### config.mk
export PLATFORM = sky130hd
export DESIGN_NAME = ppghrs_mac
export DESIGN_NICKNAME = d
export VERILOG_FILES = /design/src/rtl/ppg_heart_rate_spo2_estimator_macros.svh /design/src/rtl/ppghrs_pkg.sv /design/src/rtl/ppghrs_mac.sv
export SDC_FILE = /design/constraint.sdc
export NUM_CORES = 2
export LEC_CHECK = 0
export BUFFER_PORTS_ARGS = -buffer_cell sky130_fd_sc_hd__buf_2
export CAP_MARGIN = 5
export CORE_UTILIZATION = 55
export DETAILED_ROUTE_END_ITERATION = 8
export PLACE_DENSITY = 0.73
export SETUP_SLACK_MARGIN = 0.5
export SYNTH_ARGS = -nofsm -noshare
export SYNTH_HDL_FRONTEND = slang
export SYNTH_SLANG_ARGS = --single-unit
export TNS_END_PERCENT = 50
### constraint.sdc
create_clock -name clk -period 16.3 [get_ports clk]
set_input_delay 1.63 -clock clk [delete_from_list [all_inputs] [get_ports clk]]
set_output_delay 1.63 -clock clk [all_outputs]
set_load 0.01 [all_outputs]
### src/rtl/ppg_heart_rate_spo2_estimator_macros.svh
// Assertion macros shared by the RTL.
`ifndef PPG_HEART_RATE_SPO2_ESTIMATOR_MACROS_SVH
`define PPG_HEART_RATE_SPO2_ESTIMATOR_MACROS_SVH

`ifndef SYNTHESIS

// cond must hold at every edge out of reset
`define PPGHRS_ASSERT_ALW(lbl, ck, rs, cond) \
  lbl: assert property (@(posedge ck) disable iff (rs) (cond)) \
    else $error("check failed");

// ante implies cons in the same cycle
`define PPGHRS_ASSERT_IMP(lbl, ck, rs, ante, cons) \
  lbl: assert property (@(posedge ck) disable iff (rs) (ante) |-> (cons)) \
    else $error("check failed");

// ante implies cons in the next cycle
`define PPGHRS_ASSERT_NXT(lbl, ck, rs, ante, cons) \
  lbl: assert property (@(posedge ck) disable iff (rs) (ante) |=> (cons)) \
    else $error("check failed");

`else

`define PPGHRS_ASSERT_ALW(lbl, ck, rs, cond)
`define PPGHRS_ASSERT_IMP(lbl, ck, rs, ante, cons)
`define PPGHRS_ASSERT_NXT(lbl, ck, rs, ante, cons)

`endif

`endif

### src/rtl/ppghrs_pkg.sv
package ppghrs_pkg;

  localparam int HISTORY_DEPTH_DEF = 5;
  localparam int SAMPLE_BITS_DEF   = 18;
  localparam int INDEX_BITS_DEF    = 32;

  localparam int Y_BITS      = 48;
  localparam int COEF_BITS   = 32;
  localparam int MUL_A_BITS  = 32;
  localparam int MUL_B_BITS  = 25;
  localparam int PROD_BITS   = MUL_A_BITS + MUL_B_BITS;
  localparam int ACC_BITS    = 60;
  localparam int RATIO_BITS  = 58;
  localparam int DVD_BITS    = RATIO_BITS + 16;
  localparam int DVS_BITS    = RATIO_BITS;
  localparam int QUO_BITS    = 20;
  localparam int CNT_BITS    = 7;
  localparam int AVG_BITS    = 24;
  localparam int CFG_BITS    = 18;
  localparam int CFG_IDX_BITS = 3;

  localparam logic [CFG_IDX_BITS-1:0] REG_MIN_GAP  = 3'd0;
  localparam logic [CFG_IDX_BITS-1:0] REG_SPM      = 3'd1;
  localparam logic [CFG_IDX_BITS-1:0] REG_PEAK_THR = 3'd2;
  localparam logic [CFG_IDX_BITS-1:0] REG_HR_MIN   = 3'd3;
  localparam logic [CFG_IDX_BITS-1:0] REG_HR_MAX   = 3'd4;
  localparam logic [CFG_IDX_BITS-1:0] REG_SPO2_MIN = 3'd5;
  localparam logic [CFG_IDX_BITS-1:0] REG_SPO2_MAX = 3'd6;

  localparam logic signed [16:0] SPO2_CAP   = 17'sd25574;
  localparam logic signed [16:0] SPO2_FLOOR = -17'sd65536;

  typedef struct packed {
    logic clear;
    logic enable;
    logic to_hi;
  } mac_ctrl_t;

  typedef struct packed {
    logic                start;
    logic [CNT_BITS-1:0] count;
  } div_ctrl_t;

  typedef struct packed {
    logic                done;
    logic                ovf;
    logic [QUO_BITS-1:0] quo;
  } div_res_t;

  // bandpass feedback taps, Q30, oldest output first
  function automatic logic signed [COEF_BITS-1:0] coef_q30(input logic [1:0] idx);
    logic signed [COEF_BITS-1:0] c;
    case (idx)
      2'd0:    c = -32'sd184482140;
      2'd1:    c = 32'sd395850521;
      2'd2:    c = -32'sd1258223964;
      default: c = 32'sd2119355692;
    endcase
    return c;
  endfunction

endpackage

### src/rtl/ppghrs_mac.sv
module ppghrs_mac (
  input  logic                                     clk,
  input  logic                                     rst,
  input  ppghrs_pkg::mac_ctrl_t                    ctrl,
  input  logic signed [ppghrs_pkg::MUL_A_BITS-1:0] a,
  input  logic signed [ppghrs_pkg::MUL_B_BITS-1:0] b,
  output logic signed [ppghrs_pkg::ACC_BITS-1:0]   acc_hi,
  output logic signed [ppghrs_pkg::ACC_BITS-1:0]   acc_lo
);
  import ppghrs_pkg::*;

  logic signed [PROD_BITS-1:0] prod;
  logic                        prod_valid;
  logic                        prod_hi;

  // product register, then accumulate
  always_ff @(posedge clk) begin
    prod    <= a * b;
    prod_hi <= ctrl.to_hi;
  end

  always_ff @(posedge clk) begin
    if (rst || ctrl.clear) begin
      prod_valid <= 1'b0;
      acc_hi     <= '0;
      acc_lo     <= '0;
    end else begin
      prod_valid <= ctrl.enable;
      if (prod_valid) begin
        if (prod_hi) begin
          acc_hi <= acc_hi + ACC_BITS'(prod);
        end else begin
          acc_lo <= acc_lo + ACC_BITS'(prod);
        end
      end
    end
  end

endmodule

==> results by stage <==
Logic synthesis:
- The sequential area share after synthesis is 0.0907.
- The number of nets in the synthesized netlist is 5,660.
- The count of yosys warnings during synthesis is 0.
- The fraction of synthesis flops using an asynchronous set or reset pin is 0.
- The mapped cell area is 39,500 sq um.
- The number of enable flip-flop cells after synthesis is 0.
- The count of distinct cell types in the synthesized netlist is 72.
- The number of instances in the synthesized netlist is 4,504.
- The share of synthesized area in the top cell type comes to 0.416.
- The register bit count reported by yosys is 179.
- In the synthesized netlist the dominant register cell turns out to be sky130_fd_sc_hd__dfxtp_1.
- The mean area per synthesized cell is 8.77 sq um.
- Yosys instantiated no cell more often than sky130_fd_sc_hd__inv_1.
- The commonest cells after synthesis are sky130_fd_sc_hd__inv_1 (823), sky130_fd_sc_hd__fa_1 (821), sky130_fd_sc_hd__nand2_1 (630).
- The dominant cell type by area after synthesis is sky130_fd_sc_hd__fa_1.
- Ranked by total cell area, the synthesized netlist is headed by sky130_fd_sc_hd__fa_1 (42%), sky130_fd_sc_hd__dfxtp_1 (9.1%), sky130_fd_sc_hd__ha_1 (8.6%), sky130_fd_sc_hd__inv_1 (7.8%), sky130_fd_sc_hd__and2_1 (6.4%).

CTS:
- No sink is reached through more buffers than the 2 on the longest clock path.
- The total clock buffers created by CTS is 17.
- TritonCTS built the clock tree.
- Clock tree synthesis selected as its root buffer the cell sky130_fd_sc_hd__clkbuf_16.
- At the later pin of the worst-skew pair, clock insertion delay measures 0.45 ns.
- The level count of the clock H-tree is 4.
- Hold repair after CTS inserted 0 buffers.
- The number of setup buffers added after CTS is 0.
- After clock tree synthesis, the clock-pin slew on the worst setup and hold paths is 0.08 ns.
- The number of gates resized after CTS was 0.
- CTS saw 179 sinks.

Job:
- Max-cap violations in this run came to 0.

Run status:
- The run finished with clean final reports.

Finish:
- For this run, the number of standard cells in the final layout without fillers is 5,459.
- Summing all multi-input logic gate instances after layout gives 32,100 sq um.
- The number of filler instances in the final layout is 6,233.
- The area growth from synthesis to layout is 5.16%.
- After the last flow step, the layout net total stands at 5,662.
- The flip-flop and latch area is 3580 sq um.
- In the final layout, the share of cells above drive strength 1 is 0.0516.

Drt:
- The detailed-route vias per instance is 5.56.
- The routed length per instance is 19.0 microns.
- Once detail routing completed, the nets flagged for antenna violations numbered 0.
- For this block, the routed nets add up to 104 mm of wire.
- The final route contains 30,300 vias.
- After detailed routing, the number of remaining DRC violations is 0.
- The first detailed-routing pass ran for 5 iterations.
- For this block, the initial DRC count from the detailed router was 2,154.

Placement:
- The number of buffers inserted by port buffering is 181.
- The wire-length estimate of the detail-placed layout is 83.8 mm.
- At the end of routability-driven placement, the weighted congestion stood at 0.973.
- The count of placed standard cells including taps is 5,427.

Worst setup path:
- By startpoint and endpoint, the worst setup path is classified as input pin to register.
- The endpoint required time on the critical path is 16.68 ns.
- The arrival time of the worst setup path is 9.34 ns.
- STA classifies the critical path endpoint as a register.
- The setup slack of the worst register-to-register path is 12.19 ns.
- The category of the worst setup path launch point is an input pin.
- Along the worst path, the maximum fanout reaches 32.

STA:
- The post-route minimum period is 8.96 ns.
- Setup repair after global routing left no endpoint under its margin.
- The count of final max-slew check failures was 0.
- Static timing analysis puts the maximum clock frequency at 0.112 GHz.
- Measured against its own limit, the worst slew margin works out to 0.395.
- The worst hold-check slack is 0.468 ns.
- After routing, the total negative slack on setup checks comes to 0 ns.
- Setup violations remaining at the end of the flow were counted as 0.
- In the finished design, the share of the clock period the worst path needs comes to 0.550.
- The slew at the pin closest to its max-slew limit is 0.902 ns.
- The worst clock skew is 0.0161 ns.
- The final count of hold timing violations was 0.

Global route:
- The total congestion overflow is 0.
- The number of global-route vias before repair is 31,400.
- The first global-routing pass estimated 169 mm of wire.
- The largest net degree at the start of global routing is 55.
- Across every metal layer, demand over resource in global routing totals 0.291.
- The number of antenna violations at the first check in global routing came to 1.

Floorplan:
- The die outline area is 72,900 sq um.
- The total area inside the core boundary comes to 70,500 sq um.
- The floorplan step set the die width to 270 microns.
- The number of standard-cell rows in the floorplan is 97.
- In this run the count of I/O pins placed on the die edge is 182.
- The initial core utilization is 0.560.
- The overall die height is 270 microns.

Worst hold path:
- The type of the tightest min-delay check is register to register.
## placed cells by master (no fill, tap or decap), drive strengths merged, types with 7 or more instances in the layout
cell and instances:
nor3 21, xor2 41, o21bai 28, o21ai 124
dfxtp 179, clkbuf 18, a22o 15, a21oi 263
nand2 630, a21o 82, o211ai 14, inv 827
or3 16, buf 189, a211oi 26, fa 821
or2 8, nor2b 21, o31ai 7, nand2b 30
ha 273, o21a 15, a31oi 19, and2 407
nor2 136, a221oi 8, xnor2 123, nand3 37
nand4 26, and3 24, a211o 7
## stage by stage
step / setup slack, ns / util / area [sq um]
floorplan: 8.00 / - / 39500
global placement: 7.10 / 0.580 / 40900
detailed placement: 6.96 / 0.580 / 40900
CTS: 7.45 / 0.589 / 41500
global route: 6.88 / 0.589 / 41500
finish: 7.34 / 0.589 / 41500
## metal layers
layer,vias to the layer above,track usage,share of wire
li1,13900,-,-
met1,15100,0.408,0.44
met2,1195,0.455,0.45
met3,132,0.0754,0.098
met4,0,0.0618,0.018
met5,-,0,0
## kinds of logic after synthesis
kind of cell | share of synthesized area
buffers and inverters | 0.0980
adder cells (fa/ha/maj) | 0.503
AND/OR/NAND/NOR | 0.168
flip-flops | 0.0907
XOR/XNOR | 0.0364
AO/OA/AOI/OAI | 0.105
## sequential cells by signal, indices dropped and copies added, names as in the netlist
signal and cells:
acc_lo 60, prod 57, prod_valid 1, prod_hi 1
acc_hi 60
## final timing paths
path,from,to,cells past startpoint
setup / recovery,b[5],prod[56],27
hold / removal,acc_hi[57],acc_hi[57],2
hold reg to reg,acc_hi[57],acc_hi[57],2
setup reg to reg,prod[0],acc_lo[54],15
## layout make-up
type	count	area share
clock inverters	13	0.00530
flip-flops and latches	179	0.0863
multi-input cells	3295	0.772
diodes	1	0.0000602
repair buffers	189	0.0233
inverters	824	0.0745
well taps	940	0.0283
clock buffers	18	0.0106
## worst max-delay path: stages
cell and delay, ns:
sky130_fd_sc_hd__buf_2 0.55, sky130_fd_sc_hd__nand2_1 0.16, sky130_fd_sc_hd__fa_1 0.54, sky130_fd_sc_hd__inv_1 0.05, sky130_fd_sc_hd__fa_1 0.53, sky130_fd_sc_hd__inv_1 0.08, sky130_fd_sc_hd__fa_1 0.50, sky130_fd_sc_hd__fa_1 0.52
sky130_fd_sc_hd__inv_1 0.06, sky130_fd_sc_hd__fa_1 0.51, sky130_fd_sc_hd__fa_1 0.60, sky130_fd_sc_hd__inv_1 0.08, sky130_fd_sc_hd__fa_1 0.48, sky130_fd_sc_hd__inv_1 0.04, sky130_fd_sc_hd__ha_1 0.36, sky130_fd_sc_hd__a21o_1 0.21
sky130_fd_sc_hd__a21o_1 0.16, sky130_fd_sc_hd__a21oi_1 0.20, sky130_fd_sc_hd__o211ai_1 0.11, sky130_fd_sc_hd__a31oi_1 0.36, sky130_fd_sc_hd__o22ai_1 0.24, sky130_fd_sc_hd__o21ai_1 0.32, sky130_fd_sc_hd__o21ai_1 0.15, sky130_fd_sc_hd__a31o_1 0.25
sky130_fd_sc_hd__a221o_1 0.30, sky130_fd_sc_hd__a21oi_1 0.18, sky130_fd_sc_hd__xnor2_1 0.14
Power is not shown: default switching activity piles up to over one toggle a cycle in this logic, so the estimate is an artifact.
