File: src/rtl/ppg_heart_rate_spo2_estimator_macros.svh
// Assertion macros shared by the RTL.
`ifndef PPG_HEART_RATE_SPO2_ESTIMATOR_MACROS_SVH
`define PPG_HEART_RATE_SPO2_ESTIMATOR_MACROS_SVH

`ifndef SYNTHESIS

// cond must hold at every edge out of reset
`define PPGHRS_ASSERT_ALW(lbl, ck, rs, cond) \
  lbl: assert property (@(posedge ck) disable iff (rs) (cond)) \
    else $error("check failed");

// ante implies cons in the same cycle
`define PPGHRS_ASSERT_IMP(lbl, ck, rs, ante, cons) \
  lbl: assert property (@(posedge ck) disable iff (rs) (ante) |-> (cons)) \
    else $error("check failed");

// ante implies cons in the next cycle
`define PPGHRS_ASSERT_NXT(lbl, ck, rs, ante, cons) \
  lbl: assert property (@(posedge ck) disable iff (rs) (ante) |=> (cons)) \
    else $error("check failed");

`else

`define PPGHRS_ASSERT_ALW(lbl, ck, rs, cond)
`define PPGHRS_ASSERT_IMP(lbl, ck, rs, ante, cons)
`define PPGHRS_ASSERT_NXT(lbl, ck, rs, ante, cons)

`endif

`endif

File: src/rtl/ppghrs_pkg.sv
package ppghrs_pkg;

  localparam int HISTORY_DEPTH_DEF = 5;
  localparam int SAMPLE_BITS_DEF   = 18;
  localparam int INDEX_BITS_DEF    = 32;

  localparam int Y_BITS      = 48;
  localparam int COEF_BITS   = 32;
  localparam int MUL_A_BITS  = 32;
  localparam int MUL_B_BITS  = 25;
  localparam int PROD_BITS   = MUL_A_BITS + MUL_B_BITS;
  localparam int ACC_BITS    = 60;
  localparam int RATIO_BITS  = 58;
  localparam int DVD_BITS    = RATIO_BITS + 16;
  localparam int DVS_BITS    = RATIO_BITS;
  localparam int QUO_BITS    = 20;
  localparam int CNT_BITS    = 7;
  localparam int AVG_BITS    = 24;
  localparam int CFG_BITS    = 18;
  localparam int CFG_IDX_BITS = 3;

  localparam logic [CFG_IDX_BITS-1:0] REG_MIN_GAP  = 3'd0;
  localparam logic [CFG_IDX_BITS-1:0] REG_SPM      = 3'd1;
  localparam logic [CFG_IDX_BITS-1:0] REG_PEAK_THR = 3'd2;
  localparam logic [CFG_IDX_BITS-1:0] REG_HR_MIN   = 3'd3;
  localparam logic [CFG_IDX_BITS-1:0] REG_HR_MAX   = 3'd4;
  localparam logic [CFG_IDX_BITS-1:0] REG_SPO2_MIN = 3'd5;
  localparam logic [CFG_IDX_BITS-1:0] REG_SPO2_MAX = 3'd6;

  localparam logic signed [16:0] SPO2_CAP   = 17'sd25574;
  localparam logic signed [16:0] SPO2_FLOOR = -17'sd65536;

  typedef struct packed {
    logic clear;
    logic enable;
    logic to_hi;
  } mac_ctrl_t;

  typedef struct packed {
    logic                start;
    logic [CNT_BITS-1:0] count;
  } div_ctrl_t;

  typedef struct packed {
    logic                done;
    logic                ovf;
    logic [QUO_BITS-1:0] quo;
  } div_res_t;

  // bandpass feedback taps, Q30, oldest output first
  function automatic logic signed [COEF_BITS-1:0] coef_q30(input logic [1:0] idx);
    logic signed [COEF_BITS-1:0] c;
    case (idx)
      2'd0:    c = -32'sd184482140;
      2'd1:    c = 32'sd395850521;
      2'd2:    c = -32'sd1258223964;
      default: c = 32'sd2119355692;
    endcase
    return c;
  endfunction

endpackage

File: src/rtl/ppghrs_div.sv
module ppghrs_div (
  input  logic                              clk,
  input  logic                              rst,
  input  ppghrs_pkg::div_ctrl_t             ctrl,
  input  logic [ppghrs_pkg::DVD_BITS-1:0]   dividend,
  input  logic [ppghrs_pkg::DVS_BITS-1:0]   divisor,
  output ppghrs_pkg::div_res_t              res
);
  import ppghrs_pkg::*;

  logic                busy;
  logic                done;
  logic [CNT_BITS-1:0] cnt;
  logic [DVD_BITS-1:0] dvd;
  logic [DVS_BITS-1:0] dvs;
  logic [DVS_BITS-1:0] rem;
  logic [QUO_BITS-1:0] quo;
  logic                ovf;
  logic [DVS_BITS:0]   shifted;
  logic [DVS_BITS+1:0] diff;
  logic                geq;
  logic [DVS_BITS-1:0] rem_next;

  // one restoring step per cycle, dividend MSB first
  always_comb begin
    shifted  = {rem, dvd[DVD_BITS-1]};
    diff     = {1'b0, shifted} - {2'b00, dvs};
    geq      = !diff[DVS_BITS+1];
    rem_next = geq ? diff[DVS_BITS-1:0] : shifted[DVS_BITS-1:0];
  end

  always_ff @(posedge clk) begin
    if (rst) begin
      busy <= 1'b0;
      done <= 1'b0;
      cnt  <= '0;
    end else begin
      done <= 1'b0;
      if (ctrl.start) begin
        busy <= 1'b1;
        cnt  <= ctrl.count;
      end else if (busy) begin
        cnt <= cnt - 1'b1;
        if (cnt == CNT_BITS'(1)) begin
          busy <= 1'b0;
          done <= 1'b1;
        end
      end
    end
  end

  // quotient keeps its low bits; anything shifted out is sticky overflow
  always_ff @(posedge clk) begin
    if (ctrl.start) begin
      dvd <= dividend;
      dvs <= divisor;
      rem <= '0;
      quo <= '0;
      ovf <= 1'b0;
    end else if (busy) begin
      dvd <= {dvd[DVD_BITS-2:0], 1'b0};
      rem <= rem_next;
      quo <= {quo[QUO_BITS-2:0], geq};
      ovf <= ovf | quo[QUO_BITS-1];
    end
  end

  assign res.done = done;
  assign res.ovf  = ovf;
  assign res.quo  = quo;

endmodule

File: config.mk
export PLATFORM = sky130hd
export DESIGN_NAME = ppghrs_div
export DESIGN_NICKNAME = d
export VERILOG_FILES = /design/src/rtl/ppg_heart_rate_spo2_estimator_macros.svh /design/src/rtl/ppghrs_pkg.sv /design/src/rtl/ppghrs_div.sv
export SDC_FILE = /design/constraint.sdc
export NUM_CORES = 1
export LEC_CHECK = 0
export ABC_AREA = 1
export BUFFER_PORTS_ARGS = -buffer_cell sky130_fd_sc_hd__buf_2
export CAP_MARGIN = 0
export CORE_MARGIN = 1.5
export CORE_UTILIZATION = 55
export DETAILED_ROUTE_END_ITERATION = 8
export GPL_ROUTABILITY_DRIVEN = 1
export PLACE_DENSITY = 0.76
export SYNTH_ARGS = -nofsm -noshare
export SYNTH_HDL_FRONTEND = slang
export SYNTH_SLANG_ARGS = --single-unit
File: constraint.sdc
create_clock -name clk -period 10.73 [get_ports clk]
set_clock_uncertainty 0.1 [all_clocks]
set_input_delay 1.6095 -clock clk [delete_from_list [all_inputs] [get_ports clk]]
set_output_delay 1.6095 -clock clk [all_outputs]
set_load 0.02 [all_outputs]
==> results of run 1 <==
## final timing paths
| path | slack, ps | end |
|---|---|---|
| hold reg to reg | 370 | rem[50] |
| hold / removal | 370 | rem[50] |
| setup / recovery | 6570 | rem[47] |
| setup reg to reg | 6910 | rem[27] |
## logic make-up after synthesis
kind of cell	count (synthesis)	share of synthesized area, %
simple gates	1239	35.6
buf+inv	425	11.7
flops	220	40.7
compound gates	111	4.96
fa+ha+maj	61	5.48
xor+xnor	26	1.62
## cells in the final DEF (no fill, tap or decap), drive strengths merged, types with 3 or more instances in the layout
master	netlist	routed
a31oi	4	4
nor2	102	102
dfxtp	88	88
xnor2	7	7
a21oi	51	51
nor4	4	4
o21ai	17	17
nand3b	17	17
inv	376	377
clkbuf	25	36
xor2	19	19
nand3	104	104
bufinv	0	3
nor3	11	11
o211ai	9	9
buf	23	169
nand4	11	11
o22ai	18	18
ha	60	60
nand2	987	987
clkinv	1	7
edfxtp	132	132
o21bai	10	10
## cell type report
class,count,area [um^2]
Antenna cell,1,2.50
Clock buffer,36,738
Clock inverter,10,140
Fill cell,2348,9170
Inverter,377,1420
Multi-Input combinational cell,1437,6710
Sequential cell,220,5730
Tap cell,330,413
Timing Repair Buffer,169,863
## worst reg2reg max path: cells and delay by family (launching register included)
family,cells,cell delay (ps)
compound gates,2,680
buf+inv,2,790
flops,1,320
simple gates,10,1510
fa+ha+maj,1,380
## per-layer routing
metal / wire (um) / track usage (%) / vias to the layer above
met1: 17000 / 38.6 / 5684
met3: 3210 / 6.44 / 57
met2: 17200 / 47.0 / 399
li1: - / - / 6681
met4: 783 / 7.26 / 8
met5: 46 / 0 / -
## state kept, by name (all words and copies together), names as in the netlist
signal	cells
rem	58
quo	20
cnt	7
dvd	74
busy	1
done	1
ovf	1
dvs	58
## through the flow
step / cells / total power [W] / hold WS, ps
floorplan: 2082 / 0.00112 / 338
global placement: 2533 / 0.00119 / 355
detailed placement: 2533 / 0.00119 / 361
CTS: 2579 / 0.00210 / 371
global route: 2580 / 0.00216 / 379
finish: 2580 / 0.00208 / 370
## where the power goes
group / leakage [nW] / internal [W] / switching (W) / total [W]
logic: 6.43 / 0.0000701 / 0.000136 / 0.000206
registers: 2.04 / 0.000956 / 0.0000159 / 0.000972
clock network: 0.436 / 0.000552 / 0.000355 / 0.000906
==> key figures, run 1 <==
Layout
  – Final Cell Area: about 16000 um^2
  – Post-layout nets: between 2000 and 2500
  – Synth-to-Final Area Change: 13.8%
  – Final Util: 63.6%
  – Share of cells above drive strength 1: around an eighth

Detailed routing
  – Via count: 12800
  – Total routed wirelength: 38200 um
  – Drt first-iter violations: ~960
  – Routed Antenna Nets: 0
  – Remaining DRCs: 0
  – DR vias/cell: 4.97
  – 1st-pass router iterations: 5
  – Per-cell routed wire length: around 15 um

Yosys
  – Most common cell in the netlist: nand2_1
  – Cells after Synth: 2082
  – Synth unique cells: between 40 and 50
  – Post-synth EDFFs: approximately 130
  – Mapped cell area: 14100 um^2
  – Post-synth ARST share: 0%
  – Yosys reg bits: 220
  – Mapped Nets: around 2300
  – Post-synth top area cell: edfxtp_1
  – Leading post-synthesis cells by cell area: edfxtp_1 (28%), nand2_1 (26%), dfxtp_1 (13%)
  – Syn_area_per_cell: slightly below 7 um^2
  – Primary FF master, synth: edfxtp_1
  – Seq/Total Area, Yosys: a little over 40%
  – Synth top area share: 28.2%
  – Post-synth top cells: nand2_1 (977), inv_1 (363), edfxtp_1 (132)
  – Yosys warnings: 0

Placement
  – Post-DP HPWL: between 20000 and 30000 um
  – DP Worst Slack: about 6000 ps
  – Port Buffer Count: roughly 160
  – Placed cell area: about 15000 um^2
  – GPL Wtd Cong: 0.980

Hold path
  – WHS Path Cells: 2
  – Hold_sp: rem[50]
  – Hold/Removal Path Class: flip-flop to flip-flop

Setup path
  – Worst path slowest cell: nand2_1
  – CP top delay family: buffers and inverters
  – Peak per-stage delay on the critical path: about 660 ps
  – Crit. path cell count: 10
  – Worst setup SP type: primary input
  – Critical Path End Type: flip-flop
  – R2r startpoint: dvs[32]
  – Critical-path cell list: buf_4, inv_2, buf_4, nand2_1, inv_2, buf_4, nand2_2, nand2_1, nand2_1, nand2_1
  – CP Buf/Inv Count: 5
  – Worst Path Arrival: ~4500 ps
  – Worst r2r path cells: 15
  – CP Data Required Time: 11110 ps
  – Crit path kind: primary input to flip-flop
  – Critical Path Most Common Cell: nand2_1
  – Worst setup path startpoint: ctrl[7]
  – Crit Path Max Fanout: 76

Global route
  – Vias in the first global route: 12000
  – Antenna violations before repair: 6
  – GRT overflow: 0
  – Largest net degree at the start of global routing: between 90 and 100
  – First-pass GRT wire length: around 60000 um
  – Overall routing resource usage: 28.8%

Clock network
  – CTS resizes: 0
  – Max Root-Sink Buffers: 3
  – Max H-tree Level: 1
  – CTS clock-pin slew for the worst setup and hold paths: ~60 ps
  – # clock sinks: 220
  – Clock root cell: clkbuf_16
  – Clk Latency, worst-skew pair: roughly 550 ps
  – Cts bufs inserted: 25
  – CTS Hold Bufs: 0
  – CTS tree: done
  – Setup Buffers After CTS: 0

Timing
  – Final hold violations: 0
  – Fmax: between 200 and 250 MHz
  – Slew headroom: roughly 25%
  – RSZ-0062 raised after global routing: no
  – Worst-Margin Slew: ~1100 ps
  – Period minus WS final: 4160 ps
  – Setup violators final: 0
  – Final worst slack: roughly 6600 ps
  – Pins Over Slew Limit: 0
  – Setup TNS: 0 ps
  – Fin crit share: between 30% and 40%

Floorplan
  – Die area: about 27000 um^2
  – Die width: ~160 um
  – IO Pins: roughly 160
  – FP Rows: 58
  – Core region area: roughly 25000 um^2
  – Initial Util: between 50% and 60%
  – Chip height: 163 um

Job
  – Maxcap violations: 0

Run status
  – Status: finished, final reports clean

Power
  – Peak supply drop: 154 uV
  – Leakage Power: a little under 9 nW
  – Power density over cell area: around 130 nW/um^2
No activity file was read; power rests on OpenSTA's default activity.
==> run 2, diff against run 1 <==
==> constraint.sdc (replaced) <==
create_clock -name clk -period 4.1 [get_ports clk]
set_clock_uncertainty 0.1 [all_clocks]
set_input_delay 0.615 -clock clk [delete_from_list [all_inputs] [get_ports clk]]
set_output_delay 0.615 -clock clk [all_outputs]
set_load 0.02 [all_outputs]
==> key figures, run 2 (synthesis gave the netlist of run 1 again) <==
Detailed routing
  – Via count: 13100 (+2.2%)
  – Met2 wire length: 17600 um (+2.4%)
  – Top sig layer: met5
  – Remaining DRCs: 0 (unchanged)
  – DR vias/cell: 5.07 (+2.0%)
  – Routed Antenna Nets: 0 (unchanged)
  – Drt first-iter violations: 974 (+2.0%)
  – Met3 WL post-DR: 3070 um (-4.5%)
  – Per-cell routed wire length: 15.2 um (+2.6%)
  – Metal-1 WL: 17900 um (+5.2%)
  – 1st-pass router iterations: 5 (unchanged)
  – Total routed wirelength: 39300 um (+2.8%)

Global route
  – Overall routing resource usage: 29.6% (+0.83 points)
  – Antenna violations before repair: 6 (unchanged)
  – First-pass GRT wire length: 62100 um (+2.9%)
  – GRT overflow: 0 (unchanged)
  – Vias in the first global route: 12300 (+2.0%)
  – Largest net degree at the start of global routing: 76 (-21%)

Timing
  – Setup TNS: 0 ps (unchanged)
  – Final worst slack: 841 ps (-5730 ps)
  – Period minus WS final: ~3300 ps
  – RSZ-0062 raised after global routing: no
  – Pins Over Slew Limit: 0 (unchanged)
  – Setup violators final: 0 (unchanged)
  – Fin crit share: between 70% and 80%
  – Slew headroom: 48.1% (+24 points)
  – Fmax: about 300 MHz
  – Final hold violations: 0 (unchanged)
  – Worst-Margin Slew: 778 ps (-353 ps)

Clock network
  – Setup Buffers After CTS: 0 (unchanged)
  – CTS resizes: 0 (unchanged)
  – Cts bufs inserted: 25 (unchanged)
  – CTS tree: done
  – Clock root cell: clkbuf_16
  – CTS Hold Bufs: 0 (unchanged)
  – Max H-tree Level: 1 (unchanged)
  – Max Root-Sink Buffers: 3 (unchanged)
  – # clock sinks: 220 (unchanged)
  – CTS clock-pin slew for the worst setup and hold paths: 70 ps (about the same)
  – Clk Latency, worst-skew pair: 550 ps (about the same)

Setup path
  – CP Data Required Time: 4480 ps (-6630 ps)
  – Crit path kind: flip-flop to flip-flop
  – Worst Path Arrival: 3640 ps (-900 ps)
  – Worst setup SP type: flip-flop
  – Critical Path End Type: flip-flop
  – Crit Path Max Fanout: 41 (-46%)

Floorplan
  – Chip height: 163 um (unchanged)
  – Initial Util: 55.9% (unchanged)
  – FP Rows: 58 (unchanged)
  – IO Pins: 164 (unchanged)
  – Die area: 26600 um^2 (unchanged)
  – Core region area: 25200 um^2 (unchanged)
  – Die width: 163 um (unchanged)

Layout
  – Post-layout nets: 2438 (+0.21%)
  – Most frequent cells in the layout: nand2_1 (977), inv_1 (361), buf_2 (162)
  – Biggest register: dvd
  – Number of flip-flops in the largest register: 74 (unchanged)
  – Synth-to-Final Area Change: 13.9% (about the same)
  – Largest regs: dvd x74, dvs x58, rem x58
  – Fill cell count: 2315 (-1.4%)
  – Commonest non-fill, non-tap cell in the layout: nand2_1
  – Share of cells above drive strength 1: 11.7% (+0.063 points)

Placement
  – Post-DP HPWL: 30100 um (+3.6%)
  – GPL Wtd Cong: 0.985 (+0.58%)
  – DP Worst Slack: 882 ps (-5130 ps)
  – Port Buffer Count: 163 (unchanged)

Power
  – Power density over cell area: 337 nW/um^2 (+160%)
  – Leakage Power: 8.91 nW (about the same)
  – Peak supply drop: 336 uV (+120%)

Run status
  – Status: finished, final reports clean

Job
  – Maxcap violations: 0 (unchanged)

Hold path
  – Hold/Removal Path Class: primary input to flip-flop
## run 2: changes by cell type in the layout (fill, tap and decap cells not counted), moves of 2 or more
cell and change:
buf_4 +5, clkbuf_1 +4, clkinv_2 -3, bufinv_16 -2
## run 2: worst paths after layout
check,from,endpoint,slack (ps),cells past startpoint
max,dvs[45],rem[12],840,13
min,divisor[31],dvs[31],140,1
max reg2reg,dvs[45],rem[12],840,13
min reg2reg,rem[53],rem[53],370,2
## run 2: metal layers
| layer | track usage (%) | vias to the layer above |
|---|---|---|
| li1 | - | 6688 |
| met1 | 40.8 | 5922 |
| met2 | 48.5 | 446 |
| met3 | 5.86 | 48 |
| met4 | 5.88 | 6 |
| met5 | 0 | - |
## run 2: power by group
group          internal, W  switching [W]
clock network      0.00138       0.000926
logic             0.000184       0.000356
registers          0.00250      0.0000422
total              0.00407        0.00132
## run 2: through the flow
stage                     instances  utilization, %  cell area, um^2  hold slack [ps]  power (W)
after detailed placement       2538            60.2            15200              357    0.00313
final                          2585            63.6            16000              143    0.00539
after floorplan                2082               -            14100              338    0.00293
after global placement         2538            60.2            15200              355    0.00311
after CTS                      2584            63.6            16000              129    0.00542
after global routing           2585            63.6            16000              127    0.00558
## run 2: final cells by class
type                       instances  area [um^2]  share of cell area [%]
timing repair buffer             174          901                    5.62
clock inverter                     4         63.8                   0.398
clock buffer                      42          792                    4.94
sequential                       220         5730                    35.7
multi-input combinational       1437         6710                    41.9
tap                              330          413                    2.58
inverter                         377         1420                    8.84
antenna                            1         2.50                  0.0156
## run 2: worst max-delay path, cell delays in order, from the launching register on
cell and delay (ps):
edfxtp_1 320, inv_1 50, ha_1 440, nand2_1 170
nor2_2 180, nand2_1 200, nor3_4 240, nand2_4 170
nand2_4 390, buf_4 520, nand2_1 130, nand2_1 100
nand2_1 50, nand2_1 80
